File: src/rtl/chhi_pkg.sv
// shared types, constants and tables for the compass heading block
package chhi_pkg;

    // default build parameters
    localparam int CORDIC_STEPS_DEF  = 16;
    localparam int FRACTION_BITS_DEF = 7;

    // fixed formats
    localparam int MAG_W        = 24;  // input sample width
    localparam int EXT_W        = 26;  // running min / max width
    localparam int OFF_W        = 25;  // hard-iron offset width
    localparam int DIFF_W       = 26;  // offset-corrected sample width
    localparam int CORDIC_XW    = 28;  // cordic x / y width, room for the gain
    localparam int CORDIC_ZW    = 34;  // angle accumulator width
    localparam int TABLE_FRAC   = 24;  // angle table in 1/2^24 degree
    localparam int TABLE_LEN    = 24;
    localparam int IDX_W        = 5;
    localparam int ATAN_W       = 30;
    localparam int SMOOTH_EXTRA = 8;   // extra fraction bits of the low-pass
    localparam int HEADING_W    = 16;
    localparam int DECAY_W      = 16;
    localparam int SPAN_W       = 23;
    localparam int CFG_DATA_W   = 23;
    localparam int CFG_IDX_W    = 1;

    // register indexes
    localparam logic [CFG_IDX_W-1:0] CFG_DECAY_STEP = 1'b0;
    localparam logic [CFG_IDX_W-1:0] CFG_MIN_SPAN   = 1'b1;

    // register reset values
    localparam logic [DECAY_W-1:0] DECAY_STEP_RST = 16'd13;
    localparam logic [SPAN_W-1:0]  MIN_SPAN_RST   = 23'd12800;

    // extreme limits
    localparam logic signed [EXT_W-1:0] EXT_HI = {1'b0, {(EXT_W-1){1'b1}}};
    localparam logic signed [EXT_W-1:0] EXT_LO = {1'b1, {(EXT_W-1){1'b0}}};

    // 180 degrees in accumulator units
    localparam logic signed [CORDIC_ZW-1:0] Z_HALF_TURN = CORDIC_ZW'(180) << TABLE_FRAC;

    // divide-by-ten constant of the low-pass
    localparam logic [4:0] LP_DIVISOR = 5'd10;

    // sequencer states
    typedef enum logic [3:0] {
        ST_IDLE,
        ST_EXT,
        ST_SPAN,
        ST_PREP,
        ST_GO,
        ST_CORDIC,
        ST_ROUND,
        ST_FOLD,
        ST_NUM,
        ST_DIV,
        ST_OUT
    } chhi_state_t;

    // request into the cordic unit
    typedef struct packed {
        logic                     start;
        logic signed [DIFF_W-1:0] x;
        logic signed [DIFF_W-1:0] y;
    } cordic_req_t;

    // response from the cordic unit
    typedef struct packed {
        logic                        done;
        logic signed [CORDIC_ZW-1:0] z;
    } cordic_rsp_t;

    // atan(2^-i) in 1/2^24 degree
    function automatic logic [ATAN_W-1:0] atan_rom(input logic [IDX_W-1:0] i);
        logic [ATAN_W-1:0] v;
        case (i)
            5'd0:    v = 30'd754974720;
            5'd1:    v = 30'd445687602;
            5'd2:    v = 30'd235489088;
            5'd3:    v = 30'd119537938;
            5'd4:    v = 30'd60000934;
            5'd5:    v = 30'd30029717;
            5'd6:    v = 30'd15018523;
            5'd7:    v = 30'd7509720;
            5'd8:    v = 30'd3754917;
            5'd9:    v = 30'd1877466;
            5'd10:   v = 30'd938734;
            5'd11:   v = 30'd469367;
            5'd12:   v = 30'd234684;
            5'd13:   v = 30'd117342;
            5'd14:   v = 30'd58671;
            5'd15:   v = 30'd29335;
            5'd16:   v = 30'd14668;
            5'd17:   v = 30'd7334;
            5'd18:   v = 30'd3667;
            5'd19:   v = 30'd1833;
            5'd20:   v = 30'd917;
            5'd21:   v = 30'd458;
            5'd22:   v = 30'd229;
            5'd23:   v = 30'd115;
            default: v = '0;
        endcase
        return v;
    endfunction

    // clamp a one-bit-grown extreme back into its register range
    function automatic logic signed [EXT_W-1:0] sat_ext(input logic signed [EXT_W:0] v);
        logic signed [EXT_W-1:0] r;
        if (v[EXT_W] != v[EXT_W-1]) begin
            r = v[EXT_W] ? EXT_LO : EXT_HI;
        end else begin
            r = v[EXT_W-1:0];
        end
        return r;
    endfunction

    // clamp a midpoint into the offset range
    function automatic logic signed [OFF_W-1:0] sat_off(input logic signed [OFF_W:0] v);
        logic signed [OFF_W-1:0] r;
        if (v[OFF_W] != v[OFF_W-1]) begin
            r = v[OFF_W] ? {1'b1, {(OFF_W-1){1'b0}}} : {1'b0, {(OFF_W-1){1'b1}}};
        end else begin
            r = v[OFF_W-1:0];
        end
        return r;
    endfunction

endpackage

File: src/rtl/chhi_cordic.sv
// iterative vectoring cordic: one shift-add step per cycle
module chhi_cordic #(
    parameter int STEPS = chhi_pkg::CORDIC_STEPS_DEF
) (
    input  logic                  aclk,
    input  logic                  aresetn,
    input  chhi_pkg::cordic_req_t req,
    output chhi_pkg::cordic_rsp_t rsp
);

    localparam int XW     = chhi_pkg::CORDIC_XW;
    localparam int ZW     = chhi_pkg::CORDIC_ZW;
    localparam int NSTEPS = (STEPS > chhi_pkg::TABLE_LEN) ? chhi_pkg::TABLE_LEN : STEPS;
    localparam int CW     = (NSTEPS > 1) ? $clog2(NSTEPS) : 1;
    localparam logic [CW-1:0] LAST = CW'(NSTEPS - 1);

    logic                 busy_reg;
    logic [CW-1:0]        cnt_reg;
    logic signed [XW-1:0] x_reg, y_reg;
    logic signed [ZW-1:0] z_reg;

    logic [chhi_pkg::IDX_W-1:0] idx;
    logic signed [XW-1:0]       x_sh, y_sh, x_ld, x_next, y_next, y_ld;
    logic signed [ZW-1:0]       atan_z, z_next;
    logic                       rot_pos, in_neg;

    // shared shifter and adders of one step
    always_comb begin
        idx     = chhi_pkg::IDX_W'(cnt_reg);
        x_sh    = x_reg >>> idx;
        y_sh    = y_reg >>> idx;
        atan_z  = $signed(ZW'(chhi_pkg::atan_rom(idx)));
        rot_pos = !y_reg[XW-1] && (y_reg != '0);
        if (rot_pos) begin
            x_next = x_reg + y_sh;
            y_next = y_reg - x_sh;
            z_next = z_reg + atan_z;
        end else begin
            x_next = x_reg - y_sh;
            y_next = y_reg + x_sh;
            z_next = z_reg - atan_z;
        end
    end

    // vectors in the left half plane are turned by 180 degrees first
    always_comb begin
        in_neg = req.x[chhi_pkg::DIFF_W-1];
        x_ld   = in_neg ? -XW'(req.x) : XW'(req.x);
        y_ld   = in_neg ? -XW'(req.y) : XW'(req.y);
    end

    // step control
    always_ff @(posedge aclk) begin
        if (!aresetn) begin
            busy_reg <= 1'b0;
            cnt_reg  <= '0;
        end else if (req.start) begin
            busy_reg <= 1'b1;
            cnt_reg  <= '0;
        end else if (busy_reg) begin
            if (cnt_reg == LAST) begin
                busy_reg <= 1'b0;
            end
            cnt_reg <= cnt_reg + CW'(1);
        end
    end

    // x, y and angle registers
    always_ff @(posedge aclk) begin
        if (req.start) begin
            x_reg <= x_ld;
            y_reg <= y_ld;
            z_reg <= in_neg ? chhi_pkg::Z_HALF_TURN : '0;
        end else if (busy_reg) begin
            x_reg <= x_next;
            y_reg <= y_next;
            z_reg <= z_next;
        end
    end

    assign rsp.done = busy_reg && (cnt_reg == LAST);
    assign rsp.z    = z_reg;

endmodule

File: src/rtl/compass_heading_hard_iron_autocal.sv
// compass heading with running hard-iron calibration, top level
//
// Input channel s_*: one horizontal magnetometer sample (s_mag_x, s_mag_y),
// signed, 1/128 count units, taken on s_valid && s_ready. Result channel m_*:
// smoothed heading in 1/2^FRACTION_BITS degree plus a flag telling whether
// the hard-iron offsets were refreshed by that item. Registers decay_step and
// min_span are written through cfg_wr_en / cfg_wr_index / cfg_wr_data.
//
// The block works on one item at a time: it takes no new item until the
// result of the last one is loaded into the output register. An item passes
// through min / max tracking, the span test, offset correction, the
// iterative cordic (one step a cycle), rounding, folding into one turn and
// the low-pass, whose divide by ten is a reciprocal multiply.
//
// The result sits in an output register, so the next item is taken while a
// result waits; if the receiver stalls long enough, the block holds its new
// result until the register frees up. Reset restores the register defaults,
// opens the min / max trackers, clears the offsets and the low-pass state.
module compass_heading_hard_iron_autocal #(
    parameter int CORDIC_STEPS  = chhi_pkg::CORDIC_STEPS_DEF,
    parameter int FRACTION_BITS = chhi_pkg::FRACTION_BITS_DEF
) (
    input  logic                                   aclk,
    input  logic                                   aresetn,
    // configuration
    input  logic                                   cfg_wr_en,
    input  logic [chhi_pkg::CFG_IDX_W-1:0]         cfg_wr_index,
    input  logic [chhi_pkg::CFG_DATA_W-1:0]        cfg_wr_data,
    // input items
    input  logic                                   s_valid,
    output logic                                   s_ready,
    input  logic signed [chhi_pkg::MAG_W-1:0]      s_mag_x,
    input  logic signed [chhi_pkg::MAG_W-1:0]      s_mag_y,
    // result items
    output logic                                   m_valid,
    input  logic                                   m_ready,
    output logic [chhi_pkg::HEADING_W-1:0]         m_heading,
    output logic                                   m_offset_updated
);

    localparam int EW       = chhi_pkg::EXT_W;
    localparam int OW       = chhi_pkg::OFF_W;
    localparam int DW       = chhi_pkg::DIFF_W;
    localparam int ZW       = chhi_pkg::CORDIC_ZW;
    localparam int SE       = chhi_pkg::SMOOTH_EXTRA;
    localparam int ANG_FRAC = FRACTION_BITS + SE;
    localparam int RSH      = chhi_pkg::TABLE_FRAC - ANG_FRAC;
    localparam int RW       = ZW - RSH;
    localparam int SW       = $clog2(360) + ANG_FRAC;
    localparam int NW       = SW + 4;
    localparam int HW       = SW - SE + 1;
    localparam int QSH      = NW + 3;

    localparam logic [SW-1:0]        FULL     = SW'(360) << ANG_FRAC;
    localparam logic signed [RW-1:0] FULL_S   = $signed(RW'(FULL));
    localparam logic signed [ZW-1:0] RND_HALF = ZW'(1) << (RSH - 1);
    localparam logic [HW-1:0]        FULL_OUT = HW'(360) << FRACTION_BITS;
    // ceil(2^QSH / 10), exact floor quotient for every numerator below 2^NW
    localparam logic [NW-1:0]        RECIP    =
        NW'(((longint'(1) << QSH) + longint'(chhi_pkg::LP_DIVISOR) - 1) /
            longint'(chhi_pkg::LP_DIVISOR));

    chhi_pkg::chhi_state_t state_reg, state_next;

    // configuration registers
    logic [chhi_pkg::DECAY_W-1:0] decay_reg;
    logic [chhi_pkg::SPAN_W-1:0]  min_span_reg;

    // calibration state
    logic signed [EW-1:0] min_x_reg, max_x_reg, min_y_reg, max_y_reg;
    logic signed [OW-1:0] offset_x_reg, offset_y_reg;
    logic [SW-1:0]        smooth_reg;

    // per-item working registers
    logic signed [chhi_pkg::MAG_W-1:0] x_reg, y_reg;
    logic signed [DW-1:0]              cx_reg, cy_reg;
    logic                              upd_reg;
    logic signed [RW-1:0]              r_reg;
    logic [SW-1:0]                     raw_reg;
    logic [NW-1:0]                     num_reg;

    // result register
    logic                            m_valid_reg;
    logic [chhi_pkg::HEADING_W-1:0]  m_heading_reg;
    logic                            m_upd_reg;

    chhi_pkg::cordic_req_t cordic_req;
    chhi_pkg::cordic_rsp_t cordic_rsp;

    logic out_free, out_load;

    // configuration writes
    always_ff @(posedge aclk) begin
        if (!aresetn) begin
            decay_reg    <= chhi_pkg::DECAY_STEP_RST;
            min_span_reg <= chhi_pkg::MIN_SPAN_RST;
        end else if (cfg_wr_en) begin
            case (cfg_wr_index)
                chhi_pkg::CFG_DECAY_STEP: decay_reg    <= cfg_wr_data[chhi_pkg::DECAY_W-1:0];
                chhi_pkg::CFG_MIN_SPAN:   min_span_reg <= cfg_wr_data[chhi_pkg::SPAN_W-1:0];
                default: ;
            endcase
        end
    end

    // extremes: take the sample in, then relax inward by the decay
    logic signed [EW-1:0] xs, ys, lo_x, hi_x, lo_y, hi_y;
    logic signed [EW-1:0] min_x_next, max_x_next, min_y_next, max_y_next;
    logic signed [EW:0]   dec_s;
    always_comb begin
        xs         = EW'(x_reg);
        ys         = EW'(y_reg);
        dec_s      = $signed((EW+1)'(decay_reg));
        lo_x       = (xs < min_x_reg) ? xs : min_x_reg;
        hi_x       = (xs > max_x_reg) ? xs : max_x_reg;
        lo_y       = (ys < min_y_reg) ? ys : min_y_reg;
        hi_y       = (ys > max_y_reg) ? ys : max_y_reg;
        min_x_next = chhi_pkg::sat_ext((EW+1)'(lo_x) + dec_s);
        max_x_next = chhi_pkg::sat_ext((EW+1)'(hi_x) - dec_s);
        min_y_next = chhi_pkg::sat_ext((EW+1)'(lo_y) + dec_s);
        max_y_next = chhi_pkg::sat_ext((EW+1)'(hi_y) - dec_s);
    end

    // span test and midpoints
    logic signed [EW:0]   ms_s, span_x, span_y, sum_x, sum_y;
    logic signed [OW-1:0] offset_x_next, offset_y_next;
    logic                 upd_next;
    always_comb begin
        ms_s          = $signed((EW+1)'(min_span_reg));
        span_x        = (EW+1)'(max_x_reg) - (EW+1)'(min_x_reg);
        span_y        = (EW+1)'(max_y_reg) - (EW+1)'(min_y_reg);
        sum_x         = (EW+1)'(max_x_reg) + (EW+1)'(min_x_reg);
        sum_y         = (EW+1)'(max_y_reg) + (EW+1)'(min_y_reg);
        upd_next      = (span_x > ms_s) && (span_y > ms_s);
        offset_x_next = chhi_pkg::sat_off(sum_x[EW:1]);
        offset_y_next = chhi_pkg::sat_off(sum_y[EW:1]);
    end

    // offset-corrected vector
    logic signed [DW-1:0] cx_next, cy_next;
    assign cx_next = DW'(x_reg) - DW'(offset_x_reg);
    assign cy_next = DW'(y_reg) - DW'(offset_y_reg);

    // round the angle to the low-pass resolution
    logic signed [ZW-1:0] z_rnd;
    logic signed [RW-1:0] r_next;
    always_comb begin
        z_rnd  = cordic_rsp.z + RND_HALF;
        r_next = $signed(z_rnd[ZW-1:RSH]);
    end

    // fold into one turn; a zero vector reads as north
    logic [SW-1:0] raw_next;
    always_comb begin
        if (cx_reg == '0 && cy_reg == '0) begin
            raw_next = '0;
        end else if (r_reg < 0) begin
            raw_next = SW'(r_reg + FULL_S);
        end else if (r_reg >= FULL_S) begin
            raw_next = SW'(r_reg - FULL_S);
        end else begin
            raw_next = SW'(r_reg);
        end
    end

    // low-pass numerator 9*s + raw + 5
    logic [NW-1:0] num_next;
    assign num_next = (NW'(smooth_reg) << 3) + NW'(smooth_reg) + NW'(raw_reg) + NW'(5);

    // divide by ten through a reciprocal multiply
    logic [2*NW-1:0] lp_prod;
    logic [SW-1:0]   lp_quot;
    always_comb begin
        lp_prod = (2*NW)'(num_reg) * (2*NW)'(RECIP);
        lp_quot = lp_prod[QSH +: SW];
    end

    // output rounding of the smoothed heading
    logic [SW:0]   h_sum;
    logic [HW-1:0] h_raw, h_fold;
    always_comb begin
        h_sum  = {1'b0, smooth_reg} + (SW+1)'(1 << (SE - 1));
        h_raw  = h_sum[SW:SE];
        h_fold = (h_raw >= FULL_OUT) ? h_raw - FULL_OUT : h_raw;
    end

    // shared cordic unit
    chhi_cordic #(
        .STEPS (CORDIC_STEPS)
    ) u_cordic (
        .aclk    (aclk),
        .aresetn (aresetn),
        .req     (cordic_req),
        .rsp     (cordic_rsp)
    );

    assign out_free = !m_valid_reg || m_ready;

    // next state
    always_comb begin
        state_next = state_reg;
        case (state_reg)
            chhi_pkg::ST_IDLE:   if (s_valid) state_next = chhi_pkg::ST_EXT;
            chhi_pkg::ST_EXT:    state_next = chhi_pkg::ST_SPAN;
            chhi_pkg::ST_SPAN:   state_next = chhi_pkg::ST_PREP;
            chhi_pkg::ST_PREP:   state_next = chhi_pkg::ST_GO;
            chhi_pkg::ST_GO:     state_next = chhi_pkg::ST_CORDIC;
            chhi_pkg::ST_CORDIC: if (cordic_rsp.done) state_next = chhi_pkg::ST_ROUND;
            chhi_pkg::ST_ROUND:  state_next = chhi_pkg::ST_FOLD;
            chhi_pkg::ST_FOLD:   state_next = chhi_pkg::ST_NUM;
            chhi_pkg::ST_NUM:    state_next = chhi_pkg::ST_DIV;
            chhi_pkg::ST_DIV:    state_next = chhi_pkg::ST_OUT;
            chhi_pkg::ST_OUT:    if (out_free) state_next = chhi_pkg::ST_IDLE;
            default:             state_next = chhi_pkg::ST_IDLE;
        endcase
    end

    // sequencer outputs
    always_comb begin
        s_ready          = 1'b0;
        out_load         = 1'b0;
        cordic_req.start = 1'b0;
        cordic_req.x     = cx_reg;
        cordic_req.y     = cy_reg;
        case (state_reg)
            chhi_pkg::ST_IDLE: s_ready          = 1'b1;
            chhi_pkg::ST_GO:   cordic_req.start = 1'b1;
            chhi_pkg::ST_OUT:  out_load         = out_free;
            default: ;
        endcase
    end

    always_ff @(posedge aclk) begin
        if (!aresetn) begin
            state_reg <= chhi_pkg::ST_IDLE;
        end else begin
            state_reg <= state_next;
        end
    end

    // calibration and low-pass state
    always_ff @(posedge aclk) begin
        if (!aresetn) begin
            min_x_reg    <= chhi_pkg::EXT_HI;
            min_y_reg    <= chhi_pkg::EXT_HI;
            max_x_reg    <= chhi_pkg::EXT_LO;
            max_y_reg    <= chhi_pkg::EXT_LO;
            offset_x_reg <= '0;
            offset_y_reg <= '0;
            smooth_reg   <= '0;
        end else begin
            case (state_reg)
                chhi_pkg::ST_EXT: begin
                    min_x_reg <= min_x_next;
                    max_x_reg <= max_x_next;
                    min_y_reg <= min_y_next;
                    max_y_reg <= max_y_next;
                end
                chhi_pkg::ST_SPAN: begin
                    if (upd_next) begin
                        offset_x_reg <= offset_x_next;
                        offset_y_reg <= offset_y_next;
                    end
                end
                chhi_pkg::ST_DIV: smooth_reg <= lp_quot;
                default: ;
            endcase
        end
    end

    // per-item working registers
    always_ff @(posedge aclk) begin
        case (state_reg)
            chhi_pkg::ST_IDLE: begin
                x_reg <= s_mag_x;
                y_reg <= s_mag_y;
            end
            chhi_pkg::ST_SPAN:  upd_reg <= upd_next;
            chhi_pkg::ST_PREP: begin
                cx_reg <= cx_next;
                cy_reg <= cy_next;
            end
            // the cordic holds its final angle once its last step is taken
            chhi_pkg::ST_ROUND:  r_reg   <= r_next;
            chhi_pkg::ST_FOLD:   raw_reg <= raw_next;
            chhi_pkg::ST_NUM:    num_reg <= num_next;
            default: ;
        endcase
    end

    // result register
    always_ff @(posedge aclk) begin
        if (!aresetn) begin
            m_valid_reg <= 1'b0;
        end else if (out_load) begin
            m_valid_reg <= 1'b1;
        end else if (m_ready) begin
            m_valid_reg <= 1'b0;
        end
    end

    always_ff @(posedge aclk) begin
        if (out_load) begin
            m_heading_reg <= chhi_pkg::HEADING_W'(h_fold);
            m_upd_reg     <= upd_reg;
        end
    end

    assign m_valid          = m_valid_reg;
    assign m_heading        = m_heading_reg;
    assign m_offset_updated = m_upd_reg;

`ifndef SYNTH
    // one item at a time: no second item right after an accepted one
    a_one_item: assert property (@(posedge aclk) disable iff (!aresetn)
        (s_valid && s_ready) |=> !s_ready)
        else $error("item accepted while previous item in flight");

    // cordic never finishes while the sequencer is idle
    a_cordic_idle: assert property (@(posedge aclk) disable iff (!aresetn)
        (state_reg == chhi_pkg::ST_IDLE) |-> !cordic_rsp.done)
        else $error("cordic done outside of its phase");

    // folded raw heading stays within one turn
    a_raw_range: assert property (@(posedge aclk) disable iff (!aresetn)
        (state_reg == chhi_pkg::ST_NUM) |-> (raw_reg < FULL))
        else $error("raw heading out of range");

    // smoothed heading stays within one turn
    a_smooth_range: assert property (@(posedge aclk) disable iff (!aresetn)
        smooth_reg < FULL)
        else $error("smoothed heading out of range");
`endif

endmodule
File: config.mk
export PLATFORM = sky130hd
export DESIGN_NAME = compass_heading_hard_iron_autocal
export DESIGN_NICKNAME = d
export VERILOG_FILES = /design/src/rtl/chhi_pkg.sv /design/src/rtl/chhi_cordic.sv /design/src/rtl/compass_heading_hard_iron_autocal.sv
export SDC_FILE = /design/constraint.sdc
export NUM_CORES = 2
export LEC_CHECK = 0
export ABC_AREA = 1
export BUFFER_PORTS_ARGS = -buffer_cell sky130_fd_sc_hd__buf_2
export CAP_MARGIN = 10
export CORE_MARGIN = 5
export CORE_UTILIZATION = 50
export DETAILED_ROUTE_END_ITERATION = 10
export PLACE_DENSITY = 0.64
export SYNTH_ARGS = -nofsm -noshare
export SYNTH_HDL_FRONTEND = slang
export SYNTH_SLANG_ARGS = --single-unit
File: constraint.sdc
create_clock -name aclk -period 17.5 [get_ports aclk]
set_input_delay 2.625 -clock aclk [delete_from_list [all_inputs] [get_ports aclk]]
set_output_delay 2.625 -clock aclk [all_outputs]
set_load 0.005 [all_outputs]
==> out/metrics.csv <==
stage,metric,value,unit
logic_synthesis,synthCells,8554,
floorplanning,dieWidth,365,um
clock_tree,clk-insertion-delay-late,0.69,ns
floorplanning,die_y,365,um
layout,seq_area,0.0137,sq mm
layout,area_delta_synth_final,6.68,%
clock_tree,numCtsBuffers,72,
global_route,globalRouteTotalUtil,0.304,
logic_synthesis,synth_top_family_by_area,adder cells,
setup_path,reg2reg_slack,10.87,ns
floorplanning,die-area,0.133,sq mm
drt,ant_nets,0,
clock_tree,cts_setup_buffers,0,
drt,vias,56600,
setup_path,cp_max_fo,6,
timing,tns,0,ns
logic_synthesis,dominantRegCellSynth,edfxtp_1,
clock_tree,root_buffer,clkbuf_16,
place,gp_congestion,0.962,
place,place_inst,10100,
logic_synthesis,yosysTopAreaCellShare,0.153,
setup_path,reg2reg_to,smooth_reg[10],
global_route,grt_pass1_vias,55500,
layout,drive_gt1_frac,0.0487,
drt,drc,0,
drt,firstDrtPassIters,8,
floorplanning,core_region_area,0.126,sq mm
timing,worstMarginPinSlew,1.13,ns
floorplanning,fp-row-count,130,
layout,nFillCells,12400,
logic_synthesis,synth-seq-cells,542,
power_and_ir_drop,power_density,97.0,mW/mm^2
setup_path,timing_worst_setup_path_type,reg -> reg,
logic_synthesis,ys_top_cells_by_area,"ha_1 (15%), edfxtp_1 (14%), fa_1 (11%), nand2_1 (9.9%), inv_1 (8.7%)",
place,port_buffers,95,
timing,rsz0062_at_grt,no,
min_path,hold_end,min_x_reg[24],
logic_synthesis,ys_types,70,
status,status,completed,
clock_tree,ctsResizeCount,0,
timing,max_freq,0.151,GHz
timing,fin_crit_sh,0.379,
logic_synthesis,syn_nets,9740,
layout,largest_reg_flops,34,
clock_tree,cts_max_level,3,
logic_synthesis,synth_warnings,0,
logic_synthesis,synthMuxAreaShare,0.00291,
setup_path,crit-reg2reg-launch,num_reg[22],
setup_path,worstPathRequired,18.14,ns
global_route,grt_max_degree,76,
min_path,min_path_type,reg -> reg,
timing,clock_skew,0.0353,ns
logic_synthesis,synthXorXnorAreaFrac,0.0565,
setup_path,cp.arrival,7.26,ns
logic_synthesis,synthAdderAreaFrac,0.260,
clock_tree,hold_buffers,0,
flow_run,maxCapViolations,0,
power_and_ir_drop,p_leak,33.1,nW
timing,hold_viol_final,0,
floorplanning,pin_count,96,
clock_tree,cts_tree,built,
timing,setup_viol,0,
layout,nets,9715,
layout,fin_cells,10200,
timing,max-slew-margin-rel,0.248,
setup_path,cp-start-kind,register,
logic_synthesis,synthSimpleGateAreaFrac,0.206,
timing,period_needed,6.63,ns
floorplanning,start_util,0.503,
timing,whs,0.513,ns
min_path,hold_depth,2,
min_path,hold_start,min_x_reg[24],
logic_synthesis,yosysSeqAreaShare,0.217,
logic_synthesis,synth-compound-area-share,0.152,
layout,multiInputGateArea,0.0428,sq mm
clock_tree,clockBufferDepth,3,
setup_path,reg2regPathDepth,27,
drt,drt_wl_total,205000,um
drt,vias_per_cell,5.53,
drt,wl_per_cell,20.0,um
timing,slew_violations,0,
logic_synthesis,synth_area_per_cell,7.38,sq um
drt,drt_iter0_drc,4583,
logic_synthesis,async_reset_ff_frac,0,
global_route,antenna_found_initial,4,
global_route,grt_pass1_wl,316000,um
place,place_hpwl,168000,um
logic_synthesis,yosys.area.top_type,ha_1,
power_and_ir_drop,ir_drop,0.109,mV
global_route,gr-total-overflow,0,
logic_synthesis,synth_area,0.0631,sq mm
setup_path,critPathCaptureType,register,
clock_tree,clk_pin_slew_worst_paths,0.06,ns
logic_synthesis,synth_edf_count,285,
clock_tree,clkSinkCount,542,
==> through the flow <==
| step | power (mW) | instance area (sq um) | setup WS [ns] | utilization |
|---|---|---|---|---|
| final | 6.53 | 67300 | 10.87 | 0.536 |
| after detailed placement | 4.89 | 64800 | 10.89 | 0.516 |
| after global placement | 4.85 | 64800 | 10.85 | 0.516 |
| after floorplan | 4.08 | 63100 | 11.77 | - |
| after CTS | 6.52 | 67300 | 10.88 | 0.536 |
| after global routing | 7.02 | 67300 | 10.54 | 0.536 |
==> area by class of cell <==
| class | count | share of cell area |
|---|---|---|
| multi-input cells | 6306 | 0.635 |
| flip-flops and latches | 542 | 0.204 |
| inverters | 1481 | 0.0825 |
| well taps | 1650 | 0.0307 |
| clock buffers | 82 | 0.0289 |
| repair buffers | 126 | 0.0106 |
| clock inverters | 52 | 0.00843 |
| diodes | 2 | 0.0000743 |
==> layout by cell type (no fill, tap or decap), drive strengths merged, types with 4 or more instances in the layout <==
cell / instances
mux2i: 18
ha: 774
nor2: 654
xor2: 289
bufinv: 8
o2111ai: 7
xnor2: 118
clkinv: 26
nor3: 98
nand4: 128
fa: 335
o22ai: 14
o221ai: 20
o21a: 38
inv: 1491
o21ai: 639
o31ai: 12
and3: 7
or2: 31
a221oi: 9
a211oi: 8
a31oi: 48
nor4: 45
buf: 126
clkbuf: 82
o211ai: 37
edfxtp: 285
a21o: 40
dfxtp: 257
a21boi: 24
nand2: 1683
nand3: 356
o21bai: 32
o41ai: 4
nand3b: 20
clkinvlp: 8
a21oi: 791
==> worst max-delay path: stages (launching register included) <==
cell and delay [ns]:
edfxtp_1 0.53, ha_1 0.58, inv_1 0.12, fa_1 0.52
inv_1 0.05, fa_1 0.47, inv_1 0.05, fa_1 0.51
inv_1 0.07, fa_1 0.48, fa_1 0.49, inv_1 0.05
fa_1 0.55, inv_1 0.06, ha_1 0.43, nand2_1 0.11
nor2_1 0.13, inv_1 0.08, nor2_1 0.12, inv_1 0.07
nor4_1 0.33, nand2_1 0.10, nand2_1 0.12, a31o_2 0.17
nor2_1 0.04, o21ai_0 0.16, o211ai_1 0.10, inv_1 0.08
==> routing by layer <==
| layer | wire [um] | GRT usage | vias to the layer above |
|---|---|---|---|
| li1 | - | - | 28100 |
| met1 | 91500 | 0.404 | 26700 |
| met2 | 94900 | 0.515 | 1512 |
| met3 | 10400 | 0.0364 | 344 |
| met4 | 8090 | 0.103 | 2 |
| met5 | 13 | 0 | - |
==> kinds of logic after synthesis <==
| logic type | count (synthesis) |
|---|---|
| compound gates | 1739 |
| buf+inv | 1706 |
| simple gates | 3033 |
| mux | 18 |
| fa+ha+maj | 1109 |
| xor+xnor | 407 |
| flops | 542 |
==> worst max-delay path by stage <==
stage / startpoint / endpoint / slack [ns] / cells past startpoint
floorplan: num_reg[21] / smooth_reg[10] / 11.77 / 28
global placement: num_reg[22] / smooth_reg[10] / 10.85 / 27
detailed placement: num_reg[22] / smooth_reg[10] / 10.89 / 27
CTS: num_reg[22] / smooth_reg[10] / 10.88 / 27
global route: num_reg[15] / smooth_reg[9] / 10.54 / 25
finish: num_reg[22] / smooth_reg[10] / 10.87 / 27
==> synthesized netlist by cell type (24+ instances only) <==
master and n:
a21o_1 40, a21oi_1 767, a21oi_2 24, a31oi_1 48, buf_2 67, clkbuf_1 113
dfxtp_1 257, edfxtp_1 285, fa_1 335, ha_1 774, inv_1 1467, nand2_1 1658
nand3_1 338, nand4_1 125, nor2_1 627, nor3_1 91, nor4_1 45, o211ai_1 37
o21a_1 38, o21ai_0 570, o21ai_1 65, o21bai_1 32, or2_2 24, xnor2_1 118
xor2_1 289
==> report_power, final <==
| part | internal [mW] | total, mW | switching (mW) | leakage (nW) |
|---|---|---|---|---|
| clock network | 0.932 | 1.60 | 0.669 | 1.22 |
| logic | 1.14 | 3.33 | 2.19 | 27.2 |
| registers | 1.46 | 1.61 | 0.147 | 4.73 |
| total | 3.53 | 6.53 | 3.00 | 33.1 |
(Power assumes the default switching activity.)
